$ cat src/hw/rtl/ctt_pkg.sv
// shared types and constants of the configuration transaction tracker
package ctt_pkg;

  typedef enum logic [1:0] {
    ModeSubmit = 2'd0,
    ModeTick   = 2'd1,
    ModeSent   = 2'd2,
    ModeAck    = 2'd3
  } mode_e;

  typedef enum logic [2:0] {
    PhIdle     = 3'd0,
    PhSendDue  = 3'd1,
    PhAwaitAck = 3'd2,
    PhRbDue    = 3'd3,
    PhAwaitRb  = 3'd4,
    PhResolved = 3'd5
  } phase_e;

  typedef enum logic [2:0] {
    OcPending   = 3'd0,
    OcUnknown   = 3'd1,
    OcAbandoned = 3'd2,
    OcAcked     = 3'd3,
    OcRbOk      = 3'd4
  } outcome_e;

  typedef enum logic [1:0] {
    ActNone     = 2'd0,
    ActSend     = 2'd1,
    ActResolve  = 2'd2,
    ActReadback = 2'd3
  } action_e;

  typedef enum logic [1:0] {
    RegAckTimeout      = 2'd0,
    RegReadbackTimeout = 2'd1,
    RegGetallOp        = 2'd2
  } reg_idx_e;

  localparam int unsigned AddrW     = 4;
  localparam int unsigned DataW     = 32;
  localparam int unsigned TimeoutW  = 31;
  localparam int unsigned OpW       = 4;
  localparam int unsigned CountW    = 6;

  localparam logic [TimeoutW-1:0] AckTimeoutRst      = 31'd2000;
  localparam logic [TimeoutW-1:0] ReadbackTimeoutRst = 31'd10000;
  localparam logic [OpW-1:0]      GetallOpRst        = 4'd0;

  typedef struct packed {
    logic [1:0]  mode;
    logic [31:0] now_ms;
    logic [15:0] node_id;
    logic [15:0] seq_value;
    logic [7:0]  ctx_id;
    logic [3:0]  job_op;
    logic        rb_job;
    logic [5:0]  entry_count;
    logic        more_pending;
    logic [1:0]  persist_code;
  } req_t;

  typedef struct packed {
    logic [1:0]  action;
    logic        accepted;
    logic [15:0] dest_node;
    logic [15:0] out_seq;
    logic [7:0]  out_ctx;
    logic [2:0]  outcome;
    logic [3:0]  out_op;
    logic [1:0]  persist;
    logic [5:0]  staged_total;
    logic        state_update;
  } rsp_t;

  typedef struct packed {
    logic [TimeoutW-1:0] ack_timeout;
    logic [TimeoutW-1:0] readback_timeout;
    logic [OpW-1:0]      getall_op_code;
  } cfg_t;

endpackage

$ cat src/hw/rtl/ctt_regs.sv
// configuration register file behind the apb port
module ctt_regs import ctt_pkg::*; (
  input  logic             clk_i,
  input  logic             rst_ni,
  input  logic             psel,
  input  logic             penable,
  input  logic             pwrite,
  input  logic [AddrW-1:0] paddr,
  input  logic [DataW-1:0] pwdata,
  output logic [DataW-1:0] prdata,
  output logic             pready,
  output cfg_t             cfg_o
);

  cfg_t     cfg_q, cfg_d;
  reg_idx_e idx;
  logic     wr_en;

  assign idx    = reg_idx_e'(paddr[3:2]);
  assign pready = 1'b1;
  assign wr_en  = psel && penable && pwrite && pready;

  always_comb begin
    cfg_d = cfg_q;
    if (wr_en) begin
      case (idx)
        RegAckTimeout:      cfg_d.ack_timeout      = pwdata[TimeoutW-1:0];
        RegReadbackTimeout: cfg_d.readback_timeout = pwdata[TimeoutW-1:0];
        RegGetallOp:        cfg_d.getall_op_code   = pwdata[OpW-1:0];
        default: ;
      endcase
    end
  end

  always_comb begin
    case (idx)
      RegAckTimeout:      prdata = DataW'(cfg_q.ack_timeout);
      RegReadbackTimeout: prdata = DataW'(cfg_q.readback_timeout);
      RegGetallOp:        prdata = DataW'(cfg_q.getall_op_code);
      default:            prdata = '0;
    endcase
  end

  always_ff @(posedge clk_i or negedge rst_ni) begin
    if (!rst_ni) begin
      cfg_q.ack_timeout      <= AckTimeoutRst;
      cfg_q.readback_timeout <= ReadbackTimeoutRst;
      cfg_q.getall_op_code   <= GetallOpRst;
    end else begin
      cfg_q <= cfg_d;
    end
  end

  assign cfg_o = cfg_q;

endmodule

$ cat src/hw/rtl/ctt_fifo.sv
// small register queue used between front and back and at the result side
module ctt_fifo #(
  parameter int unsigned WIDTH = 8,
  parameter int unsigned DEPTH = 2
) (
  input  logic             clk_i,
  input  logic             rst_ni,
  input  logic             push_i,
  input  logic [WIDTH-1:0] data_i,
  output logic             full_o,
  input  logic             pop_i,
  output logic [WIDTH-1:0] data_o,
  output logic             empty_o
);

  localparam int unsigned PtrW = (DEPTH > 1) ? $clog2(DEPTH) : 1;
  localparam int unsigned CntW = $clog2(DEPTH + 1);

  logic [WIDTH-1:0] mem_q [DEPTH];
  logic [PtrW-1:0]  wr_ptr_q, wr_ptr_d, rd_ptr_q, rd_ptr_d;
  logic [CntW-1:0]  cnt_q, cnt_d;
  logic             do_push, do_pop;

  assign full_o  = (cnt_q == CntW'(DEPTH));
  assign empty_o = (cnt_q == '0);
  assign do_push = push_i && !full_o;
  assign do_pop  = pop_i && !empty_o;
  assign data_o  = mem_q[rd_ptr_q];

  always_comb begin
    wr_ptr_d = wr_ptr_q;
    rd_ptr_d = rd_ptr_q;
    cnt_d    = cnt_q;
    if (do_push) begin
      wr_ptr_d = (wr_ptr_q == PtrW'(DEPTH - 1)) ? '0 : wr_ptr_q + 1'b1;
    end
    if (do_pop) begin
      rd_ptr_d = (rd_ptr_q == PtrW'(DEPTH - 1)) ? '0 : rd_ptr_q + 1'b1;
    end
    if (do_push && !do_pop) begin
      cnt_d = cnt_q + 1'b1;
    end else if (do_pop && !do_push) begin
      cnt_d = cnt_q - 1'b1;
    end
  end

  always_ff @(posedge clk_i or negedge rst_ni) begin
    if (!rst_ni) begin
      wr_ptr_q <= '0;
      rd_ptr_q <= '0;
      cnt_q    <= '0;
    end else begin
      wr_ptr_q <= wr_ptr_d;
      rd_ptr_q <= rd_ptr_d;
      cnt_q    <= cnt_d;
    end
  end

  always_ff @(posedge clk_i) begin
    if (do_push) begin
      mem_q[wr_ptr_q] <= data_i;
    end
  end

endmodule

$ cat src/hw/rtl/ctt_engine.sv
// transaction state machine: takes one queued request a cycle unless rsp_full_i, and builds its result
module ctt_engine import ctt_pkg::*; #(
  parameter int unsigned MAX_STAGED       = 32,
  parameter int unsigned MAX_ACK_MESSAGES = 8
) (
  input  logic  clk_i,
  input  logic  rst_ni,
  input  cfg_t  cfg_i,
  input  logic  req_valid_i,
  input  req_t  req_i,
  output logic  req_pop_o,
  input  logic  rsp_full_i,
  output logic  rsp_push_o,
  output rsp_t  rsp_o
);

  localparam int unsigned EntW = $clog2(MAX_STAGED + 1);
  localparam int unsigned MsgW = $clog2(MAX_ACK_MESSAGES + 1);
  localparam int unsigned SumW = ((EntW > CountW) ? EntW : CountW) + 1;

  phase_e          phase_q, phase_d;
  logic [15:0]     dest_q, dest_d;
  logic [OpW-1:0]  op_q, op_d;
  logic [15:0]     seq_q, seq_d;
  logic [7:0]      ctx_q, ctx_d;
  outcome_e        outcome_q, outcome_d;
  logic [1:0]      persist_q, persist_d;
  logic [EntW-1:0] entries_q, entries_d;
  logic [MsgW-1:0] msgs_q, msgs_d;
  logic [31:0]     first_q, first_d;
  logic            first_vld_q, first_vld_d;
  logic [31:0]     window_q, window_d;

  logic                fire;
  logic [31:0]         start, diff;
  logic [TimeoutW-1:0] limit;
  logic                timed_out;
  logic                ack_ok;
  logic [SumW-1:0]     sum, ent_wide;

  assign fire       = req_valid_i && !rsp_full_i;
  assign req_pop_o  = fire;
  assign rsp_push_o = fire;

  // wrap-safe timeout: the difference read as signed must be non-negative
  always_comb begin
    if (phase_q == PhAwaitRb) begin
      start = first_vld_q ? first_q : window_q;
      limit = cfg_i.readback_timeout;
    end else begin
      start = window_q;
      limit = cfg_i.ack_timeout;
    end
    diff      = req_i.now_ms - start;
    timed_out = !diff[31] && (diff[30:0] >= limit);
  end

  always_comb begin
    phase_d     = phase_q;
    dest_d      = dest_q;
    op_d        = op_q;
    seq_d       = seq_q;
    ctx_d       = ctx_q;
    outcome_d   = outcome_q;
    persist_d   = persist_q;
    entries_d   = entries_q;
    msgs_d      = msgs_q;
    first_d     = first_q;
    first_vld_d = first_vld_q;
    window_d    = window_q;
    ack_ok      = 1'b0;
    sum         = SumW'(entries_q) + SumW'(req_i.entry_count);
    ent_wide    = SumW'(entries_q);
    rsp_o       = '0;

    case (mode_e'(req_i.mode))
      ModeSubmit: begin
        if (phase_q == PhIdle) begin
          dest_d      = req_i.node_id;
          op_d        = req_i.rb_job ? cfg_i.getall_op_code : req_i.job_op;
          ctx_d       = req_i.ctx_id;
          seq_d       = req_i.seq_value;
          outcome_d   = OcPending;
          persist_d   = '0;
          entries_d   = '0;
          msgs_d      = '0;
          first_d     = '0;
          first_vld_d = 1'b0;
          window_d    = req_i.now_ms;
          phase_d     = req_i.rb_job ? PhRbDue : PhSendDue;
          rsp_o.accepted = 1'b1;
        end
      end
      ModeTick: begin
        case (phase_q)
          PhSendDue: begin
            rsp_o.action  = ActSend;
            rsp_o.out_seq = seq_q;
            rsp_o.out_ctx = ctx_q;
          end
          PhAwaitAck: begin
            if (timed_out) begin
              outcome_d     = OcUnknown;
              persist_d     = '0;
              phase_d       = PhRbDue;
              rsp_o.action  = ActResolve;
              rsp_o.outcome = OcUnknown;
              rsp_o.out_op  = op_q;
            end
          end
          PhRbDue: begin
            rsp_o.action = ActReadback;
          end
          PhAwaitRb: begin
            if (timed_out) begin
              entries_d     = '0;
              msgs_d        = '0;
              outcome_d     = OcAbandoned;
              phase_d       = PhIdle;
              rsp_o.action  = ActResolve;
              rsp_o.outcome = OcAbandoned;
              rsp_o.out_op  = cfg_i.getall_op_code;
            end
          end
          PhResolved: begin
            phase_d            = PhIdle;
            rsp_o.action       = ActResolve;
            rsp_o.outcome      = outcome_q;
            rsp_o.out_op       = (outcome_q == OcRbOk) ? cfg_i.getall_op_code : op_q;
            rsp_o.persist      = persist_q;
            rsp_o.staged_total = ent_wide[CountW-1:0];
            rsp_o.state_update = (outcome_q == OcRbOk) || (outcome_q == OcAcked);
          end
          default: ;
        endcase
      end
      ModeSent: begin
        window_d = req_i.now_ms;
        if (phase_q == PhSendDue) begin
          phase_d = PhAwaitAck;
        end else if (phase_q == PhRbDue) begin
          first_d     = '0;
          first_vld_d = 1'b0;
          phase_d     = PhAwaitRb;
        end
      end
      ModeAck: begin
        ack_ok = ((phase_q == PhAwaitAck) || (phase_q == PhAwaitRb))
                 && (req_i.node_id == dest_q);
        if (phase_q == PhAwaitAck && req_i.seq_value != seq_q) begin
          ack_ok = 1'b0;
        end
        if (ack_ok && phase_q == PhAwaitRb && !first_vld_d) begin
          first_d     = req_i.now_ms;
          first_vld_d = 1'b1;
        end
        if (ack_ok && msgs_q < MsgW'(MAX_ACK_MESSAGES)) begin
          msgs_d    = msgs_q + 1'b1;
          entries_d = (sum > SumW'(MAX_STAGED)) ? EntW'(MAX_STAGED) : EntW'(sum);
          persist_d = req_i.persist_code;
          if (req_i.more_pending) begin
            if (!first_vld_d) begin
              first_d     = req_i.now_ms;
              first_vld_d = 1'b1;
            end
          end else begin
            outcome_d = (phase_q == PhAwaitAck) ? OcAcked : OcRbOk;
            phase_d   = PhResolved;
          end
        end
      end
      default: ;
    endcase

    rsp_o.dest_node = dest_d;
  end

  always_ff @(posedge clk_i or negedge rst_ni) begin
    if (!rst_ni) begin
      phase_q     <= PhIdle;
      dest_q      <= '0;
      op_q        <= '0;
      seq_q       <= '0;
      ctx_q       <= '0;
      outcome_q   <= OcPending;
      persist_q   <= '0;
      entries_q   <= '0;
      msgs_q      <= '0;
      first_q     <= '0;
      first_vld_q <= 1'b0;
      window_q    <= '0;
    end else if (fire) begin
      phase_q     <= phase_d;
      dest_q      <= dest_d;
      op_q        <= op_d;
      seq_q       <= seq_d;
      ctx_q       <= ctx_d;
      outcome_q   <= outcome_d;
      persist_q   <= persist_d;
      entries_q   <= entries_d;
      msgs_q      <= msgs_d;
      first_q     <= first_d;
      first_vld_q <= first_vld_d;
      window_q    <= window_d;
    end
  end

endmodule

$ cat src/hw/rtl/config_transaction_tracker.sv
// top level of the configuration transaction tracker
//
// requests enter through a queue port: a request is taken at a clock edge with
// push high and full low. each request is one event (submit, tick, sent or
// acknowledgement) and gives exactly one result. results leave through a second
// queue port: the oldest result sits on rsp_o while empty is low and is taken
// at an edge with pop high.
// a taken request lands in a front queue; the back engine retires one request
// per cycle from its head into the result queue while that queue has room, so
// throughput is one request per cycle; the result is registered in that queue.
// when the receiver stops popping, the result queue fills, the engine halts,
// the front queue fills behind it and full rises; nothing is lost.
// the user sets the timeout and get-all op code registers over the apb port
// (bytes 0, 4, 8) while no request is in flight; the block does not enforce it.
// reset empties both queues, returns the transaction to idle with all tracked
// fields cleared and loads the register defaults (2000 ms, 10000 ms, op 0).
module config_transaction_tracker import ctt_pkg::*; #(
  parameter int unsigned MAX_STAGED       = 32,
  parameter int unsigned MAX_ACK_MESSAGES = 8,
  parameter int unsigned FIFO_DEPTH       = 2
) (
  input  logic             clk_i,
  input  logic             rst_ni,
  input  logic             push,
  output logic             full,
  input  req_t             req_i,
  output logic             empty,
  input  logic             pop,
  output rsp_t             rsp_o,
  input  logic             psel,
  input  logic             penable,
  input  logic             pwrite,
  input  logic [AddrW-1:0] paddr,
  input  logic [DataW-1:0] pwdata,
  output logic [DataW-1:0] prdata,
  output logic             pready
);

  cfg_t cfg;
  req_t head_req;
  rsp_t eng_rsp;
  logic req_empty, req_pop, rsp_full, rsp_push;
  logic [$bits(req_t)-1:0] head_bits;
  logic [$bits(rsp_t)-1:0] rsp_bits;

  ctt_regs u_regs (
    .clk_i   (clk_i),
    .rst_ni  (rst_ni),
    .psel    (psel),
    .penable (penable),
    .pwrite  (pwrite),
    .paddr   (paddr),
    .pwdata  (pwdata),
    .prdata  (prdata),
    .pready  (pready),
    .cfg_o   (cfg)
  );

  ctt_fifo #(
    .WIDTH ($bits(req_t)),
    .DEPTH (FIFO_DEPTH)
  ) u_req_fifo (
    .clk_i   (clk_i),
    .rst_ni  (rst_ni),
    .push_i  (push),
    .data_i  (req_i),
    .full_o  (full),
    .pop_i   (req_pop),
    .data_o  (head_bits),
    .empty_o (req_empty)
  );

  assign head_req = req_t'(head_bits);

  ctt_engine #(
    .MAX_STAGED       (MAX_STAGED),
    .MAX_ACK_MESSAGES (MAX_ACK_MESSAGES)
  ) u_engine (
    .clk_i       (clk_i),
    .rst_ni      (rst_ni),
    .cfg_i       (cfg),
    .req_valid_i (!req_empty),
    .req_i       (head_req),
    .req_pop_o   (req_pop),
    .rsp_full_i  (rsp_full),
    .rsp_push_o  (rsp_push),
    .rsp_o       (eng_rsp)
  );

  ctt_fifo #(
    .WIDTH ($bits(rsp_t)),
    .DEPTH (FIFO_DEPTH)
  ) u_rsp_fifo (
    .clk_i   (clk_i),
    .rst_ni  (rst_ni),
    .push_i  (rsp_push),
    .data_i  (eng_rsp),
    .full_o  (rsp_full),
    .pop_i   (pop),
    .data_o  (rsp_bits),
    .empty_o (empty)
  );

  assign rsp_o = rsp_t'(rsp_bits);

endmodule

$ cat config.mk
export PLATFORM = sky130hd
export DESIGN_NAME = config_transaction_tracker
export DESIGN_NICKNAME = d
export VERILOG_FILES = /design/src/hw/rtl/ctt_pkg.sv /design/src/hw/rtl/ctt_regs.sv /design/src/hw/rtl/ctt_fifo.sv /design/src/hw/rtl/ctt_engine.sv /design/src/hw/rtl/config_transaction_tracker.sv
export SDC_FILE = /design/constraint.sdc
export NUM_CORES = 1
export LEC_CHECK = 0
export BUFFER_PORTS_ARGS = -buffer_cell sky130_fd_sc_hd__clkbuf_2
export CORE_MARGIN = 2
export CORE_UTILIZATION = 35
export DETAILED_ROUTE_END_ITERATION = 8
export PLACE_DENSITY = 0.49
export SYNTH_ARGS = -nofsm -noshare
export SYNTH_HDL_FRONTEND = slang
export SYNTH_HIERARCHICAL = 1
export SYNTH_SLANG_ARGS = --single-unit
$ cat constraint.sdc
create_clock -name clk_i -period 8.25 [get_ports clk_i]
set_input_delay 0.825 -clock clk_i [delete_from_list [all_inputs] [get_ports clk_i]]
set_output_delay 0.825 -clock clk_i [all_outputs]
set_load 0.03 [all_outputs]
==> impl_metrics.json, run 1 <==
{
  "max_slew.worst_pin.slew_ns": 1.136,
  "drc_errors": 0,
  "final-max-slew-violation-count": 0,
  "grt_pass1_wl_um": 87480,
  "grt_pass1_vias": 14690,
  "drive_above_1_share_pct": 34.22,
  "min_path_type": "in2async",
  "synth_cells": 1684,
  "place.gp.congestion": 0.8136,
  "hold_slack_ns": 0.2562,
  "final_net_count": 2111,
  "ios": 225,
  "via_count": 14190,
  "drt_pre_antenna_iters": 4,
  "cts-buffers-inserted": 55,
  "critical_path.most_common_cell": "a21oi_1",
  "fin_util_pct": 41.22,
  "multi_input_area_um2": 9524,
  "grt_use_met3_pct": 2.916,
  "clock_latency_ns": 0.64,
  "gr-usage-met1_pct": 20.45,
  "rsz0062_at_grt": "no",
  "synth-seq-area-share_pct": 57.94,
  "busiest_layer": "met2",
  "path_clk_slew_ns": 0.06,
  "drt_iter0_drc": 747,
  "antenna_left": 0,
  "ys_ff_latch": 495,
  "yosys_warnings": 6,
  "path_class": "reg2reg",
  "start_util_pct": 35.53,
  "use_met2_pct": 28.01,
  "syn_avg_cell_area_um2": 14.22,
  "timing.final.crit_share_pct": 88.98,
  "antenna_found_initial": 4,
  "regArea_um2": 13880,
  "worstPathArrival_ns": 7.80,
  "path_buf_inv": 2,
  "crit_path_end_kind": "flop",
  "die_area_um2": 70520,
  "rows": 95,
  "p_total_mw": 12.15,
  "vias_per_cell": 5.023,
  "max_stage_delay_ns": 0.59,
  "clock.fmax_mhz": 136.2,
  "die_w_um": 265.6,
  "routed_wl_um": 56600,
  "crit_path_start_kind": "flop",
  "clock_sinks": 495,
  "maxCapViolCount": 0,
  "syn-num-nets": 1893,
  "p_leak_nw": 11.26,
  "worstPathMaxFanout": 19,
  "finClkSkew_ns": 0.06818,
  "power.density_nw_per_um2": 437.4,
  "status": "completed",
  "overflow": 0,
  "cts_tree": "done",
  "cts_root_buf": "clkbuf_16",
  "synth_flop_cell": "edfxtp_1",
  "slew_headroom_pct": 24.26,
  "die_h_um": 265.6,
  "htree_levels": 2,
  "finalHoldViolCount": 0,
  "synth_edf_count": 294,
  "grt_start_max_net_pins": 90,
  "io_buffers": 219,
  "ctsHoldBuffers": 0,
  "syn_to_final_growth_pct": 16.04,
  "dp_hpwl_um": 38280,
  "setup_viol_count_final": 0,
  "synth_cell_types": 76,
  "fillers": 6164,
  "setup_ws_ns": 0.9093,
  "fin_crit_ns": 7.341,
  "netlist_area_um2": 23940,
  "required_ns": 8.71,
  "postCtsResizedCells": 0,
  "ir_drop_v": 0.0001448,
  "ys_async_sr_fraction_pct": 40.61,
  "preCtsSetupSlack_ns": 0.8825,
  "cp_top_family": "compound AO/OA/AOI/OAI gates",
  "detail_route.wl_per_cell_um": 20.04,
  "tns_ns": 0,
  "track_usage_pct": 16.00,
  "post_cts_buffers": 0,
  "clockBufferDepth": 3,
  "cpMaxStageDelayCell": "or4_1",
  "core-area_um2": 67400
}
==> cell usage after synthesis (6+ instances only) <==
cell type | count | area share (%)
dfrtp_1 | 190 | 20
dfstp_2 | 11 | 1.2
mux2_4 | 100 | 6.3
edfxtp_1 | 294 | 37
nand2_1 | 75 | 1.2
clkbuf_1 | 40 | 0.63
and2_1 | 36 | 0.94
o21ai_0 | 70 | 1.5
nand3_1 | 20 | 0.42
buf_2 | 16 | 0.33
buf_6 | 9 | 0.42
nor4_1 | 10 | 0.26
ha_1 | 76 | 4.0
a211oi_1 | 7 | 0.22
mux2i_1 | 99 | 4.1
nor2b_1 | 9 | 0.24
nor2_1 | 68 | 1.1
xnor2_1 | 36 | 1.3
a21oi_1 | 46 | 0.96
inv_1 | 27 | 0.42
xor2_1 | 36 | 1.3
or3_1 | 9 | 0.24
a21o_1 | 19 | 0.60
a22oi_1 | 32 | 1.0
o31ai_1 | 6 | 0.19
buf_12 | 6 | 0.50
nor3_1 | 14 | 0.29
and3_1 | 8 | 0.21
o41ai_1 | 6 | 0.22
mux2_2 | 202 | 9.5
nand4_1 | 16 | 0.42
==> report_power, final <==
part | leakage (nW) | switching, mW | internal, mW
combinational | 5.05 | 3.34 | 2.34
sequential | 5.28 | 0.387 | 3.58
clock | 0.932 | 1.01 | 1.50
==> metal layers <==
metal	vias to the layer above	share of wire, %
li1	6746	-
met3	68	4.2
met4	4	1.8
met5	-	0.046
met2	261	50
met1	7107	44
==> state kept, by name (all words and copies together), names as in the netlist, 3 cells and up <==
| signal | flops |
|---|---|
| u_engine/ctx_q | 8 |
| u_engine/dest_q | 16 |
| u_engine/entries_q | 6 |
| u_engine/first_q | 32 |
| u_engine/msgs_q | 4 |
| u_engine/op_q | 4 |
| u_engine/outcome_q | 3 |
| u_engine/phase_q | 3 |
| u_engine/seq_q | 16 |
| u_engine/window_q | 32 |
| u_regs/cfg_o | 66 |
| u_req_fifo/mem_q | 176 |
| u_rsp_fifo/mem_q | 118 |
==> worst paths after layout <==
path / from / endpoint / slack, ns / cells past startpoint
worst max register to register: u_engine/phase_q[2] / u_engine/entries_q[5] / 0.91 / 25
max in group asynchronous: rst_ni / u_req_fifo/rd_ptr_q / 6.53 / 2
worst max-delay path: u_engine/phase_q[2] / u_engine/entries_q[5] / 0.91 / 25
worst min register to register: u_engine/op_q[2] / u_engine/op_q[2] / 0.48 / 2
worst min-delay path: rst_ni / u_regs/cfg_o[30] / 0.26 / 1
min in group clk_i: req_i[30] / u_req_fifo/mem_q[0][30] / 0.38 / 1
==> through the flow <==
step	instance area [µm²]	cells
final	27780	2824
after global routing	27780	2822
after CTS	27780	2822
after detailed placement	25870	2718
after global placement	25870	2718
after floorplan	23940	1684
==> cell usage in the layout (no fill, tap or decap), types with 19 or more instances in the layout <==
cell type | Yosys | routed
and2_1 | 36 | 36
edfxtp_1 | 294 | 294
buf_4 | 3 | 22
mux2_4 | 100 | 100
a22oi_1 | 32 | 32
ha_1 | 76 | 76
clkbuf_16 | 0 | 55
nand2_1 | 75 | 74
dfrtp_1 | 190 | 188
a21oi_1 | 46 | 46
mux2_2 | 202 | 202
xor2_1 | 36 | 36
nor2_1 | 68 | 64
mux2i_1 | 99 | 99
o21ai_0 | 70 | 70
inv_1 | 27 | 27
nand3_1 | 20 | 19
clkbuf_2 | 1 | 218
xnor2_1 | 36 | 36
a21o_1 | 19 | 19
==> area by class of cell <==
| class | instances | share of cell area [%] |
|---|---|---|
| inverter | 29 | 0.3918 |
| multi-input combinational | 1080 | 34.28 |
| timing repair buffer | 241 | 4.571 |
| tap | 873 | 3.932 |
| clock buffer | 83 | 5.764 |
| antenna | 2 | 0.01801 |
| clock inverter | 21 | 1.085 |
| sequential | 495 | 49.96 |
==> logic make-up (layout without fill, tap and decap cells) <==
family	after synthesis	after routing	share of synthesized area [%]
muxes	405	405	20.10
xor gates and xnor gates	72	72	2.634
other	2	4	0.03137
AOI/OAI and AO/OA	237	237	6.679
adders and majority gates	78	78	4.139
buffers and inverters	109	374	2.535
and+or+nand+nor	286	286	5.947
DFF	495	495	57.94
Power figures use the tool's default switching activity.
==> run 2, diff against run 1 <==
CORE_MARGIN = 3   (was 2)
==> run 2 against run 1 <==
  * Routed wire length grew 1.3%
  * Hold slack gained 0.082 ns
  * Largest power group unchanged
  * Cell count grew 0.35%
  * Register-to-register slack gained 0.03 ns
  * Flip-flop and latch count is the same
  * Power grew 0.65%
  * Combinational power is essentially flat
  * Die area grew 1.5%
  * Highest routed layer unchanged
  * Clock power grew 2%
==> impl_metrics.json, run 2 (same netlist as run 1, synthesis figures left out) <==
{
  "overflow": 0,
  "io_buffers": 219,
  "die_h_um": 267.6,
  "ios": 225,
  "clockBufferDepth": 3,
  "start_util_pct": 35.46,
  "clock_sinks": 495,
  "drt_pre_antenna_iters": 5,
  "grt_pass1_vias": 14900,
  "fin_crit_ns": 7.307,
  "worstPathMaxFanout": 14,
  "fillers": 6335,
  "final_net_count": 2119,
  "slew_headroom_pct": 35.14,
  "cts_tree": "done",
  "path_class": "reg2reg",
  "die_w_um": 267.6,
  "required_ns": 8.74,
  "worstPathArrival_ns": 7.79,
  "postCtsResizedCells": 0,
  "die_area_um2": 71580,
  "final-max-slew-violation-count": 0,
  "finClkSkew_ns": 0.02033,
  "routed_wl_um": 57340,
  "grt_pass1_wl_um": 88400,
  "cts-buffers-inserted": 57,
  "mostFrequentLayoutCells": "edfxtp_1, clkbuf_2, mux2_2",
  "ctsHoldBuffers": 0,
  "dp_hpwl_um": 38560,
  "crit_path_start_kind": "flop",
  "maxCapViolCount": 0,
  "final_common_cell": "edfxtp_1",
  "place.gp.congestion": 0.7866,
  "drive_above_1_share_pct": 34.58,
  "antenna_found_initial": 4,
  "rsz0062_at_grt": "no",
  "p_leak_nw": 11.30,
  "largest_reg_flops": 176,
  "vias_per_cell": 5.034,
  "track_usage_pct": 16.00,
  "drc_errors": 0,
  "post_cts_buffers": 0,
  "grt_start_max_net_pins": 109,
  "finalHoldViolCount": 0,
  "max_slew.worst_pin.slew_ns": 0.9729,
  "min_path_type": "in2async",
  "power.density_nw_per_um2": 439.0,
  "via_count": 14270,
  "drt_iter0_drc": 736,
  "setup_viol_count_final": 0,
  "clock.fmax_mhz": 136.8,
  "htree_levels": 2,
  "core-area_um2": 67510,
  "cts_root_buf": "clkbuf_16",
  "timing.final.crit_share_pct": 88.58,
  "path_clk_slew_ns": 0.06,
  "crit_path_end_kind": "flop",
  "clock_latency_ns": 0.60,
  "antenna_left": 0,
  "syn_to_final_growth_pct": 16.36,
  "ir_drop_v": 0.0001775,
  "rows": 95,
  "largest_register": "u_req_fifo/mem_q",
  "tns_ns": 0,
  "fin_util_pct": 41.27,
  "detail_route.wl_per_cell_um": 20.23,
  "status": "completed"
}
## run 2: worst max-delay path, cell delays in order, from the launching register on
cell and delay (ns):
dfrtp_1 0.54, nor2b_1 0.34, and3_2 0.52, mux2_2 0.39
ha_1 0.19, inv_1 0.07, fa_1 0.20, a21oi_1 0.10
o22ai_1 0.28, a2111oi_0 0.20, buf_4 0.17, or4_1 0.56
a311oi_1 0.55, a311o_1 0.31, a21o_1 0.13, a21oi_1 0.07
xnor2_1 0.14, ha_1 0.31, a21oi_1 0.12, o21ai_0 0.14
or4_1 0.48, a211oi_1 0.19, o31ai_1 0.11, buf_4 0.19
a41oi_4 0.43, buf_4 0.22, o21ai_0 0.10, o41ai_1 0.10
## run 2: final cells by class
type | instances | area (µm²) | share of cell area, %
sequential | 495 | 13880 | 49.82
multi-input combinational | 1080 | 9522 | 34.18
clock buffer | 78 | 1607 | 5.766
timing repair buffer | 247 | 1315 | 4.720
tap | 873 | 1092 | 3.921
clock inverter | 29 | 329.1 | 1.181
inverter | 29 | 108.9 | 0.3907
antenna | 3 | 7.507 | 0.02695
## run 2: metal layers
layer	track usage [%]	share of wire, %
met1	20.35	43
met2	27.84	50
met3	2.912	4.0
met4	4.731	2.5
met5	0	0.016
## run 2: through the flow
step	hold slack, ns	instances	worst slack [ns]	total power [mW]	instance area [µm²]
finish	0.3378	2834	0.9425	12.23	27860
global route	0.3638	2833	0.4852	13.13	27860
CTS	0.3541	2831	0.9731	12.44	27850
detailed placement	0.4720	2724	0.9899	9.795	25920
global placement	0.4629	2724	1.073	9.674	25920
floorplan	0.4507	1684	1.856	8.274	23940
## run 2: worst paths after layout
path                            slack (ns)           startpoint  depth (start not counted)                 endpoint
worst max register to register        0.94  u_engine/phase_q[2]                         27    u_engine/entries_q[4]
min in group clk_i                    0.41            req_i[44]                          1  u_req_fifo/mem_q[1][44]
max in group asynchronous             6.44               rst_ni                          2      u_rsp_fifo/rd_ptr_q
worst min register to register        0.49     u_engine/op_q[2]                          2         u_engine/op_q[2]
worst min-delay path                  0.34               rst_ni                          1         u_regs/cfg_o[34]
worst max-delay path                  0.94  u_engine/phase_q[2]                         27    u_engine/entries_q[4]
## run 2: power breakdown
part | total [mW] | leakage, nW | switching, mW | internal [mW]
clock | 2.57 | 0.943 | 1.02 | 1.55
combinational | 5.67 | 5.08 | 3.32 | 2.35
sequential | 3.99 | 5.28 | 0.417 | 3.57
